[src/rtl/u2pu_pkg.sv]
`timescale 1ns / 1ps
// ----------------------------------------------------------------------------
// u2pu_pkg: shared types and constants for the UTF-8 to %u escape unit
// Holds the work descriptor that the front end hands to the back end, the
// queue status group, the escape characters and the code point limits.
// ----------------------------------------------------------------------------
package u2pu_pkg;

  // Queue between front and back end.
  localparam int Q_DEPTH = 2;
  localparam int Q_AW    = 1;

  // Characters of the escape.
  localparam logic [7:0] CH_PERCENT = 8'h25;
  localparam logic [7:0] CH_U       = 8'h75;
  localparam logic [7:0] CH_ZERO    = 8'h30;
  localparam logic [7:0] CH_A_LOWER = 8'h61;

  // Code point limits.
  localparam logic [20:0] SURR_LO   = 21'h00D800;
  localparam logic [20:0] SURR_HI   = 21'h00DFFF;
  localparam logic [20:0] MIN_FOUR  = 21'h010000;
  localparam logic [20:0] MIN_THREE = 21'h000800;
  localparam logic [20:0] MIN_TWO   = 21'h000080;
  localparam logic [20:0] MAX_FOUR_DIGITS = 21'h00FFFF;
  localparam logic [20:0] MAX_FIVE_DIGITS = 21'h0FFFFF;

  // Byte classes.
  localparam logic [7:0] LEAD_ECHO_MIN = 8'hF5;

  // One request worth of output, in emission order:
  // flushed continuations, then a raw byte or an escape with repeats.
  typedef struct packed {
    logic [1:0]  flush_cnt;
    logic [7:0]  flush0;
    logic [7:0]  flush1;
    logic        raw_v;
    logic [7:0]  raw_b;
    logic        esc_v;
    logic [20:0] cp;
    logic [2:0]  hex_top;
    logic [1:0]  rep_cnt;
    logic [7:0]  lead;
    logic        last;
  } job_t;

  typedef struct packed {
    logic full;
    logic empty;
  } q_status_t;

endpackage

[src/rtl/utf8_to_percent_u_escape_unit.sv]
`timescale 1ns / 1ps
// A request passes through a queue entry, the descriptor register and the
// output register before its first character appears. The serializer emits
// one character per cycle while out_stall is low, and pops a new request only
// once it is done with the last. The front end takes a new byte whenever the
// two-entry queue has room. Reset (rst_n low, synchronous) closes any open
// sequence and empties the queue and output register.
// ----------------------------------------------------------------------------
// utf8_to_percent_u_escape_unit: UTF-8 to %u escape converter
// Classifier front end, descriptor queue and character serializer back end.
// ----------------------------------------------------------------------------
module utf8_to_percent_u_escape_unit (
  input  logic       clk,
  input  logic       rst_n,
  input  logic       in_valid,
  output logic       in_stall,
  input  logic [7:0] in_byte,
  input  logic       in_end_of_string,
  output logic       out_valid,
  input  logic       out_stall,
  output logic [7:0] out_char,
  output logic       out_has_char,
  output logic       out_last
);
  import u2pu_pkg::*;

  job_t      front_job, head_job;
  q_status_t q_status;
  logic      take, q_pop;

  // A request is taken whenever the queue has a free entry.
  assign in_stall = q_status.full;
  assign take     = in_valid && !q_status.full;

  u2pu_front u_front (
    .clk              (clk),
    .rst_n            (rst_n),
    .take             (take),
    .in_byte          (in_byte),
    .in_end_of_string (in_end_of_string),
    .job              (front_job)
  );

  u2pu_queue u_queue (
    .clk      (clk),
    .rst_n    (rst_n),
    .push     (take),
    .push_job (front_job),
    .pop      (q_pop),
    .pop_job  (head_job),
    .status   (q_status)
  );

  u2pu_back u_back (
    .clk          (clk),
    .rst_n        (rst_n),
    .q_status     (q_status),
    .q_job        (head_job),
    .q_pop        (q_pop),
    .out_valid    (out_valid),
    .out_stall    (out_stall),
    .out_char     (out_char),
    .out_has_char (out_has_char),
    .out_last     (out_last)
  );

endmodule

[src/rtl/u2pu_front.sv]
`timescale 1ns / 1ps
// ----------------------------------------------------------------------------
// u2pu_front: byte classifier and sequence assembler
// Tracks the open UTF-8 sequence and turns each accepted request into one
// work descriptor for the back end.
// ----------------------------------------------------------------------------
module u2pu_front (
  input  logic              clk,
  input  logic              rst_n,
  input  logic              take,
  input  logic [7:0]        in_byte,
  input  logic              in_end_of_string,
  output u2pu_pkg::job_t    job
);
  import u2pu_pkg::*;

  logic [7:0] held0_r, held1_r, held2_r;
  logic [7:0] held0_nxt, held1_nxt, held2_nxt;
  logic [1:0] held_count_r, held_count_nxt;
  logic [2:0] exp_len_r, exp_len_nxt;

  logic        do_fresh;
  logic [20:0] cp;
  logic        surr, over;

  // Code point of a sequence completed by the current byte.
  always_comb begin
    case (exp_len_r)
      3'd2:    cp = {10'd0, held0_r[4:0], in_byte[5:0]};
      3'd3:    cp = {5'd0, held0_r[3:0], held1_r[5:0], in_byte[5:0]};
      default: cp = {held0_r[2:0], held1_r[5:0], held2_r[5:0], in_byte[5:0]};
    endcase
    surr = (cp >= SURR_LO) && (cp <= SURR_HI);
    over = ((exp_len_r == 3'd4) && (cp < MIN_FOUR)) ||
           ((exp_len_r == 3'd3) && (cp < MIN_THREE)) ||
           ((exp_len_r == 3'd2) && (cp < MIN_TWO));
  end

  // Classification and next sequence state.
  always_comb begin
    job            = '0;
    do_fresh       = 1'b0;
    held0_nxt      = held0_r;
    held1_nxt      = held1_r;
    held2_nxt      = held2_r;
    held_count_nxt = held_count_r;
    exp_len_nxt    = exp_len_r;

    if (held_count_r == 2'd0) begin
      do_fresh = 1'b1;
    end else if (in_byte[7:6] == 2'b10) begin
      if (({1'b0, held_count_r} + 3'd1) >= exp_len_r) begin
        // Sequence complete: build the escape.
        job.esc_v   = 1'b1;
        job.cp      = cp;
        job.lead    = held0_r;
        job.hex_top = (cp > MAX_FIVE_DIGITS) ? 3'd5 :
                      (cp > MAX_FOUR_DIGITS) ? 3'd4 : 3'd3;
        job.rep_cnt = {1'b0, surr} + {1'b0, over};
        held_count_nxt = 2'd0;
        exp_len_nxt    = 3'd0;
      end else begin
        if (held_count_r == 2'd1) held1_nxt = in_byte;
        if (held_count_r == 2'd2) held2_nxt = in_byte;
        held_count_nxt = held_count_r + 2'd1;
      end
    end else begin
      // Bad continuation: drop the lead, emit held continuations raw.
      job.flush_cnt  = held_count_r - 2'd1;
      job.flush0     = held1_r;
      job.flush1     = held2_r;
      held_count_nxt = 2'd0;
      exp_len_nxt    = 3'd0;
      do_fresh       = 1'b1;
    end

    // A byte examined with no sequence open.
    job.raw_b = in_byte;
    if (do_fresh) begin
      if (in_byte[7] == 1'b0) begin
        job.raw_v = (in_byte != 8'h00);
      end else if (in_byte[7:5] == 3'b110) begin
        held0_nxt = in_byte; held_count_nxt = 2'd1; exp_len_nxt = 3'd2;
      end else if (in_byte[7:4] == 4'b1110) begin
        held0_nxt = in_byte; held_count_nxt = 2'd1; exp_len_nxt = 3'd3;
      end else if (in_byte[7:3] == 5'b11110) begin
        job.raw_v = (in_byte >= LEAD_ECHO_MIN);
        held0_nxt = in_byte; held_count_nxt = 2'd1; exp_len_nxt = 3'd4;
      end else begin
        job.raw_v = 1'b1;
      end
    end

    // End of string closes any open sequence as invalid. A lone lead has no
    // continuations to flush, so any flush already set up stays in place.
    if (in_end_of_string) begin
      if (held_count_nxt > 2'd1) begin
        job.flush_cnt  = held_count_nxt - 2'd1;
        job.flush0     = held1_nxt;
        job.flush1     = held2_nxt;
      end
      held_count_nxt = 2'd0;
      exp_len_nxt    = 3'd0;
      job.last = 1'b1;
    end
  end

  // Held bytes carry payload only.
  always_ff @(posedge clk) begin
    if (take) begin
      held0_r <= held0_nxt;
      held1_r <= held1_nxt;
      held2_r <= held2_nxt;
    end
  end

  // Sequence control state.
  always_ff @(posedge clk) begin
    if (!rst_n) begin
      held_count_r <= 2'd0;
      exp_len_r    <= 3'd0;
    end else if (take) begin
      held_count_r <= held_count_nxt;
      exp_len_r    <= exp_len_nxt;
    end
  end

endmodule

[src/rtl/u2pu_queue.sv]
`timescale 1ns / 1ps
// ----------------------------------------------------------------------------
// u2pu_queue: short descriptor queue
// Two-entry FIFO that decouples the classifier from the serializer.
// ----------------------------------------------------------------------------
module u2pu_queue (
  input  logic                 clk,
  input  logic                 rst_n,
  input  logic                 push,
  input  u2pu_pkg::job_t       push_job,
  input  logic                 pop,
  output u2pu_pkg::job_t       pop_job,
  output u2pu_pkg::q_status_t  status
);
  import u2pu_pkg::*;

  job_t            entry_r [Q_DEPTH];
  logic [Q_AW-1:0] wr_ptr_r, rd_ptr_r;
  logic [Q_AW:0]   count_r;

  assign status.full  = (count_r == (Q_AW+1)'(Q_DEPTH));
  assign status.empty = (count_r == '0);
  assign pop_job      = entry_r[rd_ptr_r];

  // Entry storage.
  always_ff @(posedge clk) begin
    if (push) begin
      entry_r[wr_ptr_r] <= push_job;
    end
  end

  // Pointers and fill level.
  always_ff @(posedge clk) begin
    if (!rst_n) begin
      wr_ptr_r <= '0;
      rd_ptr_r <= '0;
      count_r  <= '0;
    end else begin
      if (push) begin
        wr_ptr_r <= (wr_ptr_r == Q_AW'(Q_DEPTH - 1)) ? '0 : wr_ptr_r + 1'b1;
      end
      if (pop) begin
        rd_ptr_r <= (rd_ptr_r == Q_AW'(Q_DEPTH - 1)) ? '0 : rd_ptr_r + 1'b1;
      end
      case ({push, pop})
        2'b10:   count_r <= count_r + 1'b1;
        2'b01:   count_r <= count_r - 1'b1;
        default: count_r <= count_r;
      endcase
    end
  end

endmodule

[src/rtl/u2pu_back.sv]
`timescale 1ns / 1ps
// ----------------------------------------------------------------------------
// u2pu_back: output serializer
// Walks one descriptor at a time and emits its characters into an output
// register, one character per cycle while the receiver does not stall.
// ----------------------------------------------------------------------------
module u2pu_back (
  input  logic                 clk,
  input  logic                 rst_n,
  input  u2pu_pkg::q_status_t  q_status,
  input  u2pu_pkg::job_t       q_job,
  output logic                 q_pop,
  output logic                 out_valid,
  input  logic                 out_stall,
  output logic [7:0]           out_char,
  output logic                 out_has_char,
  output logic                 out_last
);
  import u2pu_pkg::*;

  typedef enum logic [3:0] {
    PH_FLUSH0 = 4'd0,
    PH_FLUSH1 = 4'd1,
    PH_RAW    = 4'd2,
    PH_PCT    = 4'd3,
    PH_U      = 4'd4,
    PH_HEX    = 4'd5,
    PH_REP    = 4'd6,
    PH_BARE   = 4'd7,
    PH_DONE   = 4'd8
  } phase_t;

  // First phase at or after p that has work in descriptor j.
  function automatic phase_t seek(input phase_t p, input job_t j);
    phase_t r;
    r = PH_DONE;
    if ((p <= PH_REP) && (j.rep_cnt != 2'd0))  r = PH_REP;
    if ((p <= PH_HEX) && j.esc_v)              r = PH_HEX;
    if ((p <= PH_U) && j.esc_v)                r = PH_U;
    if ((p <= PH_PCT) && j.esc_v)              r = PH_PCT;
    if ((p <= PH_RAW) && j.raw_v)              r = PH_RAW;
    if ((p <= PH_FLUSH1) && (j.flush_cnt >= 2'd2)) r = PH_FLUSH1;
    if ((p <= PH_FLUSH0) && (j.flush_cnt >= 2'd1)) r = PH_FLUSH0;
    return r;
  endfunction

  job_t       job_r;
  phase_t     phase_r, phase_nxt, load_phase, start_phase;
  logic [2:0] cnt_r, cnt_nxt, load_cnt;
  logic       slot_free, emit;
  logic [7:0] char_nxt;
  logic [3:0] nibble;
  logic [23:0] cp_wide;

  assign slot_free = !out_valid || !out_stall;
  assign emit      = (phase_r != PH_DONE) && slot_free;
  assign q_pop     = (phase_r == PH_DONE) && !q_status.empty;
  assign cp_wide   = {3'd0, job_r.cp};

  // Hex digit currently selected.
  always_comb begin
    case (cnt_r)
      3'd0:    nibble = cp_wide[3:0];
      3'd1:    nibble = cp_wide[7:4];
      3'd2:    nibble = cp_wide[11:8];
      3'd3:    nibble = cp_wide[15:12];
      3'd4:    nibble = cp_wide[19:16];
      default: nibble = cp_wide[23:20];
    endcase
  end

  // Character of the current phase.
  always_comb begin
    case (phase_r)
      PH_FLUSH0: char_nxt = job_r.flush0;
      PH_FLUSH1: char_nxt = job_r.flush1;
      PH_RAW:    char_nxt = job_r.raw_b;
      PH_PCT:    char_nxt = CH_PERCENT;
      PH_U:      char_nxt = CH_U;
      PH_HEX:    char_nxt = (nibble < 4'd10) ? (CH_ZERO + {4'd0, nibble})
                                             : (CH_A_LOWER + {4'd0, nibble} - 8'd10);
      PH_REP:    char_nxt = job_r.lead;
      default:   char_nxt = 8'h00;
    endcase
  end

  // Phase sequencing within a descriptor.
  always_comb begin
    cnt_nxt = cnt_r;
    if ((phase_r == PH_HEX) && (cnt_r != 3'd0)) begin
      phase_nxt = PH_HEX;
      cnt_nxt   = cnt_r - 3'd1;
    end else if ((phase_r == PH_REP) && (cnt_r > 3'd1)) begin
      phase_nxt = PH_REP;
      cnt_nxt   = cnt_r - 3'd1;
    end else if (phase_r == PH_DONE) begin
      phase_nxt = PH_DONE;
    end else begin
      phase_nxt = seek(phase_t'(phase_r + 4'd1), job_r);
      cnt_nxt   = (phase_nxt == PH_HEX) ? job_r.hex_top : {1'b0, job_r.rep_cnt};
    end
  end

  // Starting point of a freshly popped descriptor.
  always_comb begin
    start_phase = seek(PH_FLUSH0, q_job);
    if (start_phase == PH_DONE) begin
      load_phase = q_job.last ? PH_BARE : PH_DONE;
    end else begin
      load_phase = start_phase;
    end
    load_cnt = (start_phase == PH_HEX) ? q_job.hex_top : {1'b0, q_job.rep_cnt};
  end

  // Descriptor payload.
  always_ff @(posedge clk) begin
    if (q_pop) begin
      job_r <= q_job;
    end
  end

  // Sequencer state and output register.
  always_ff @(posedge clk) begin
    if (!rst_n) begin
      phase_r      <= PH_DONE;
      cnt_r        <= 3'd0;
      out_valid    <= 1'b0;
      out_char     <= 8'h00;
      out_has_char <= 1'b0;
      out_last     <= 1'b0;
    end else begin
      if (q_pop) begin
        phase_r <= load_phase;
        cnt_r   <= load_cnt;
      end else if (emit) begin
        phase_r <= phase_nxt;
        cnt_r   <= cnt_nxt;
      end
      if (emit) begin
        out_valid    <= 1'b1;
        out_char     <= char_nxt;
        out_has_char <= (phase_r != PH_BARE);
        out_last     <= job_r.last && (phase_nxt == PH_DONE);
      end else if (slot_free) begin
        out_valid <= 1'b0;
      end
    end
  end

endmodule

[config.mk]
export PLATFORM = sky130hd
export DESIGN_NAME = utf8_to_percent_u_escape_unit
export DESIGN_NICKNAME = d
export VERILOG_FILES = /design/src/rtl/u2pu_pkg.sv /design/src/rtl/utf8_to_percent_u_escape_unit.sv /design/src/rtl/u2pu_front.sv /design/src/rtl/u2pu_queue.sv /design/src/rtl/u2pu_back.sv
export SDC_FILE = /design/constraint.sdc
export NUM_CORES = 1
export LEC_CHECK = 0
export ABC_AREA = 1
export BUFFER_PORTS_ARGS = -buffer_cell sky130_fd_sc_hd__buf_2
export CORE_AREA = 4 4 144 146
export CTS_BUF_LIST = sky130_fd_sc_hd__clkbuf_8 sky130_fd_sc_hd__clkbuf_16
export DETAILED_ROUTE_END_ITERATION = 8
export DIE_AREA = 0 0 148 150
export GPL_ROUTABILITY_DRIVEN = 0
export HOLD_SLACK_MARGIN = 0.02
export MAX_ROUTING_LAYER = met4
export PLACE_DENSITY_LB_ADDON = 0.25
export SLEW_MARGIN = 5
export SYNTH_ARGS = -nofsm -noshare
export SYNTH_HDL_FRONTEND = slang
export SYNTH_SLANG_ARGS = --single-unit
[constraint.sdc]
create_clock -name clk -period 6.08 [get_ports clk]
set_input_delay 1.824 -clock clk [delete_from_list [all_inputs] [get_ports clk]]
set_output_delay 1.824 -clock clk [all_outputs]
set_load 0.05 [all_outputs]
# After elaboration in Yosys (flattened, before gate mapping)
# Memories as Yosys holds them, arrays and structs flattened. A register that Yosys moved wholly into a read port is not among the register bits.
# Cells that the tools add are included.
[totals]
ramBits = 126
wordCells = 219
mem_count = 1
reg_bits = 113
[memory_table]
columns = ["memory", "depth", "word_bits", "read_ports", "rd_clocked_by_memory_dff", "wr", "line", "rtl"]
rows = [
  ["u_queue.entry_r", 2, 63, 1, 1, 1, "u2pu_queue.sv:17", "job_t entry_r [Q_DEPTH];"],
]
[op_classes]
add_sub_neg = 14
n_mux = 88
n_reduce_logical = 38
n_eq_ne = 30
n_lt_le_gt_ge = 23
[op_table]
columns = ["operator", "count"]
rows = [
  ["two-way mux 35 bit", 3],
  ["two-way mux 4 bit", 22],
  ["two-way mux 18 bit", 4],
  ["two-way mux 8 bit", 9],
  ["case mux 8 bit (7 select lines)", 1],
  ["two-way mux 3 bit", 18],
  ["case mux 21 bit (2 select lines)", 1],
  ["greater-or-equal comparator 21 x 16 -> 1 bit, second input constant", 1],
  ["> comparator 21 x 16 -> 1 bit, second input constant", 1],
  ["> comparator 21 x 20 -> 1 bit, second input constant", 1],
  ["<= comparator 21 x 16 -> 1 bit, second input constant", 1],
  ["< comparator 21 x 12 -> 1 bit, second input constant", 1],
  ["< comparator 21 x 17 -> 1 bit, second input constant", 1],
  ["< comparator 21 x 8 -> 1 bit, second input constant", 1],
  ["two-way mux 7 bit", 3],
  ["== test 4 x 3 -> 1 bit, second input constant", 5],
  ["case mux 4 bit (5 select lines)", 1],
  ["two-way mux 2 bit", 9],
  ["logical AND 1 bit", 17],
  ["== test 4 bit, second input constant", 4],
  ["two-way mux 1 bit", 16],
  ["== test 3 x 2 -> 1 bit, second input constant", 4],
  ["<= comparator 4 x 3 -> 1 bit, second input constant", 3],
  ["nonzero test 2 bit", 5],
  ["39 further kinds", 61],
]

# Logic depth before layout (Yosys ltp)
[depth]
depth_word = 20
depth_mapped = 17

# Hierarchy
# From an unflattened synthesis, not the netlist that was laid out.
[unflattened]
cells_unflattened = 951
hier_area_um2 = 11214.5
[modules_own_cells]
columns = ["module", "area_per_inst_um2", "cells_each", "n_inst", "seq_area_each_um2"]
rows = [
  ["u2pu_queue", 5076.1, 231, 1, 3883.7],
  ["u2pu_back", 3811.2, 381, 1, 2252.2],
  ["u2pu_front", 2317.2, 337, 1, 790.8],
  ["utf8_to_percent_u_escape_unit", 10.0, 2, 1, 0.0],
]

# Worst setup path after synthesis
# OpenSTA, ideal clock, no wires.
[synth_timing]
kind = "input-to-reg"
start = "in in_valid"
end = "mem u_queue.entry_r[1][0] (netlist bit), enable pin"
t_arrival_ps = 4746
path_stages = 3
slack_ps = 850
path_cell_list = "o21ai_0 -> buf_2 -> nor2_1"
[synth_via]
elab_chain_len = 3
[synth_rtl]
columns = ["element", "line", "rtl"]
rows = [
  ["start, declared", "utf8_to_percent_u_escape_unit.sv:15", "input logic in_valid,"],
  ["logical AND 1 bit", "utf8_to_percent_u_escape_unit.sv:33", "assign take = in_valid && !q_status.full;"],
  ["two-way mux 1 bit", "u2pu_queue.sv:27", "if (push) begin"],
  ["two-way mux 1 bit (not written as such)", "u2pu_queue.sv:28", "entry_r[wr_ptr_r] <= push_job;"],
  ["end, declared", "u2pu_queue.sv:17", ""],
]
# Every way passes these cells.

# Final worst setup path
[layout_timing]
start = "in in_valid"
end = "mem u_queue.entry_r[1][34] (netlist bit), enable pin"
# Same word-level chain as after synthesis.

==> summary by stage <==
Place
The detailed placement HPWL is 15,800 µm. The total of buffers placed on input and output ports is 24.

Detailed routing
The wire length per cell after detailed routing is 17.1 µm. After detailed routing, the total wire length is 23,000 µm. The detail route stage leaves a number of antenna-violating nets equal to 0. In the routed layout, each cell is associated on average with a via count of 5.34.

The detailed router finished its first iteration with about 560 violations. The post-route DRC violation count is 0. The via count of the routed design is 7,171. The first-pass iteration count of the detailed router is 5.

Timing
Measured against its own limit, the worst slew margin works out to 28.4%. Setup repair after global routing left no endpoint under its margin. The final clock period utilization by the worst path is 54.2%. The worst path needs 3.30 ns of the cycle, external delays included.

The smallest hold slack is 0.449 ns. Setup violations remaining at the end of the flow were counted as 0. Summed over all failing endpoints, the final setup total negative slack is 0 ns. The count of endpoints failing hold in the final timing report is 0. Timing would allow up to just over 0.3 GHz. For the pin with the worst max-slew slack, the measured transition is 1.07 ns. The worst clock skew is 0.0144 ns.

The number of max-slew violations in the final report came to 0.

Global routing
The first-pass GRT wire length is 36,100 µm. The via count of the first global-routing pass is 6,725. The global routing usage summed across all routing layers is 21.5%. The pin count of the biggest net entering global routing is 74.

The final global-route overflow total is 0. The initial antenna violation count was 0.

Setup path
The total buffers and inverters traversed by the critical path is 3. The endpoint arrival time on the critical path is 3.48 ns. The capture point of the worst reg-to-reg path is u_queue.entry_r[0][54]. The worst setup path is launched from an input pin. Along the worst path, the maximum fanout reaches 38. The library cell contributing the largest single delay on the critical path is sky130_fd_sc_hd__nor2_4. In this run the critical register-to-register path is launched from u_front.held_count_r[0]. The cell count of the worst reg-to-reg path is 12. The cell class contributing the biggest share of worst-path delay is simple AND/OR/NAND/NOR gates. The endpoint kind of the worst setup timing path is a register. The critical path's largest stage delay is 0.81 ns. The cell repeated most along the worst path is sky130_fd_sc_hd__buf_4. The type of the setup path with the least slack is input pin to register. At the worst endpoint, the required time is 6.26 ns. Traced cell by cell, the critical path runs through buf_2 > o21ai_1 > buf_4 > nor2_4 > buf_4. The reg2reg setup slack is 3.12 ns.

Power
The power per unit of standard cell area is 470 nW/µm². In this run the static leakage power is 4.88 nW. The largest voltage drop on the vdd net is 0.398 mV.

Cells and area
The antenna diode count is 0. For this run, the post-layout net count is ~1,100. Cells with a size suffix above 1 make up 11.2% of the layout. The area overhead of the layout relative to synthesis is 11.5%. The final-layout fill cell count is 1,610.

Worst hold path
The instance count along the most critical hold path is 1. The worst hold path belongs to the class register to register. In this run the most critical hold path is launched from u_queue.rd_ptr_r.

Clocking
CTS built an H-tree with a depth of 1. The buffer levels on the longest clock path is 3. The clock transition at the registers of the reported paths is 0.06 ns. In this run the clock root is driven by a sky130_fd_sc_hd__clkbuf_16. Post-CTS timing repair inserted 0 buffers for setup. Buffers inserted during clock tree synthesis total 26. The number of gates resized after CTS was 0.

The sink count of the clock tree is 237. The clock tree from TritonCTS is built. The source-to-sink clock delay at the later pin of the worst-skew pair is 0.52 ns. The number of hold buffers added after cts is 0.

Floorplanning
Pin placement for this block handled 25 I/O pins. The full die area is between 20,000 and 25,000 µm². The starting utilization of the core area is a little over half. The die is between 100 and 150 µm wide. The total area inside the core boundary comes to 19,400 µm². The height of the die is 150 µm. The cell row count is 51.

Job
The tool flagged a number of max-cap violations equal to 0.

Synth
The number of warnings issued by yosys is 0. A synthesized cell averages a little over 10 µm². The number of enable-type register cells in the synthesized netlist is 209. The count of different cell masters after synthesis is 47. For this run, the leading register cell type out of synthesis is sky130_fd_sc_hd__edfxtp_1. The net count after synthesis is 1,062. Synthesis produced a netlist whose cell count is 1,029.

The share of the Yosys chip area taken by registers is roughly two thirds. Counting flops with an async set or reset pin after synthesis yields a share of 0%. Synthesis inferred 237 register bits.

The synthesized cell area is 10,600 µm².

Outcome
The flow ran to the end, and the final reports show no timing, DRC or antenna violations.
final cells by class:
class | count | area (µm²) | share of cell area [%]
inverters | 111 | 419 | 3.56
repair buffers | 31 | 173 | 1.47
flip-flops and latches | 237 | 6840 | 58.1
well taps | 265 | 332 | 2.82
clock inverters | 20 | 171 | 1.46
multi-input cells | 653 | 3170 | 26.9
clock buffers | 27 | 676 | 5.74
how the worst max path moves through the flow:
stage / startpoint / end / slack (ns) / depth (start not counted)
global placement: in_valid / u_queue.entry_r[1][14] / 2.21 / 5
CTS: in_valid / u_queue.entry_r[0][15] / 2.75 / 5
global route: in_valid / u_queue.entry_r[1][7] / 2.62 / 5
detailed placement: in_valid / u_queue.entry_r[0][14] / 2.21 / 5
floorplan: in_valid / u_queue.entry_r[1][0] / 0.85 / 3
finish: in_valid / u_queue.entry_r[1][34] / 2.78 / 5
worst reg2reg max path: cells and delay by family, from the launching register on:
| family | cells | cell delay [ns] |
|---|---|---|
| AOI/OAI and AO/OA | 3 | 0.52 |
| adders and majority gates | 2 | 0.71 |
| buffers and inverters | 2 | 0.25 |
| DFF | 1 | 0.51 |
| and+or+nand+nor | 5 | 0.79 |
metrics by stage:
step	total power [mW]	area, µm²	cells	util [%]	setup slack, ns
2_1_floorplan	3.56	10600	1029	-	0.850
3_3_place_gp	3.99	10900	1297	56.3	2.21
3_5_place_dp	4.03	10900	1297	56.3	2.21
4_1_cts	5.57	11800	1344	60.7	2.75
5_1_grt	5.86	11800	1344	60.7	2.62
6_report	5.54	11800	1344	60.7	2.78
logic make-up (layout without fill, tap and decap cells):
group                      after synthesis  count (layout)  share of synthesized area (%)
DFF                                    237             237                           64.7
AOI/OAI and AO/OA                      115             115                           6.83
buffers and inverters                  139             189                           5.42
xor gates and xnor gates                 1               1                         0.0829
adders and majority gates               20              20                           2.37
and+or+nand+nor                        517             517                           20.6
flip-flops by register name, indices dropped and copies added (netlist names), 3 cells and up, named ones only:
name,flops
u_back.cnt_r,3
u_back.cp_wide,21
u_back.job_r,41
u_back.out_char,8
u_back.phase_r,4
u_front.exp_len_r,3
u_front.held0_r,7
u_front.held1_r,8
u_front.held2_r,8
u_queue.entry_r,124
layer usage:
metal / vias to the layer above / wire [µm] / global-route usage, %
met3: 51 / 1350 / 3.12
met5: - / 0 / -
met2: 241 / 10600 / 33.4
li1: 3516 / - / -
met1: 3363 / 10400 / 29.9
met4: 0 / 704 / 6.19
power by group:
| part | leakage (nW) | switching [mW] | internal, mW |
|---|---|---|---|
| combinational | 2.23 | 1.17 | 0.379 |
| sequential | 2.20 | 0.155 | 2.31 |
| clock | 0.445 | 0.607 | 0.927 |
| total | 4.88 | 1.93 | 3.61 |
cells in the mapped netlist, drive strengths merged, types with 8 or more instances:
master / number / area [µm²]
o21ai: 47 / 277
buf: 13 / 97.6
edfxtp: 209 / 6280
clkbuf: 15 / 56.3
nand4: 15 / 93.8
ha: 20 / 250
inv: 110 / 415
o22ai: 11 / 95.1
dfxtp: 28 / 561
a21oi: 37 / 193
nand3: 49 / 268
or2: 8 / 50.1
nand2: 351 / 1340
nor2: 82 / 354
nor3: 11 / 65.1
cell usage in the layout, fill, tap and decap left out, types with 8 or more instances in the layout:
| master | instances |
|---|---|
| sky130_fd_sc_hd__or2_2 | 8 |
| sky130_fd_sc_hd__clkbuf_16 | 27 |
| sky130_fd_sc_hd__inv_1 | 110 |
| sky130_fd_sc_hd__o22ai_1 | 8 |
| sky130_fd_sc_hd__o21ai_0 | 29 |
| sky130_fd_sc_hd__o21ai_2 | 11 |
| sky130_fd_sc_hd__nor3_1 | 9 |
| sky130_fd_sc_hd__ha_1 | 20 |
| sky130_fd_sc_hd__a21oi_1 | 35 |
| sky130_fd_sc_hd__nand3_1 | 46 |
| sky130_fd_sc_hd__inv_2 | 8 |
| sky130_fd_sc_hd__edfxtp_1 | 209 |
| sky130_fd_sc_hd__dfxtp_1 | 27 |
| sky130_fd_sc_hd__nand2_1 | 346 |
| sky130_fd_sc_hd__nand4_1 | 15 |
| sky130_fd_sc_hd__nor2_1 | 73 |
| sky130_fd_sc_hd__buf_2 | 24 |
No activity file was read; power rests on OpenSTA's default activity.
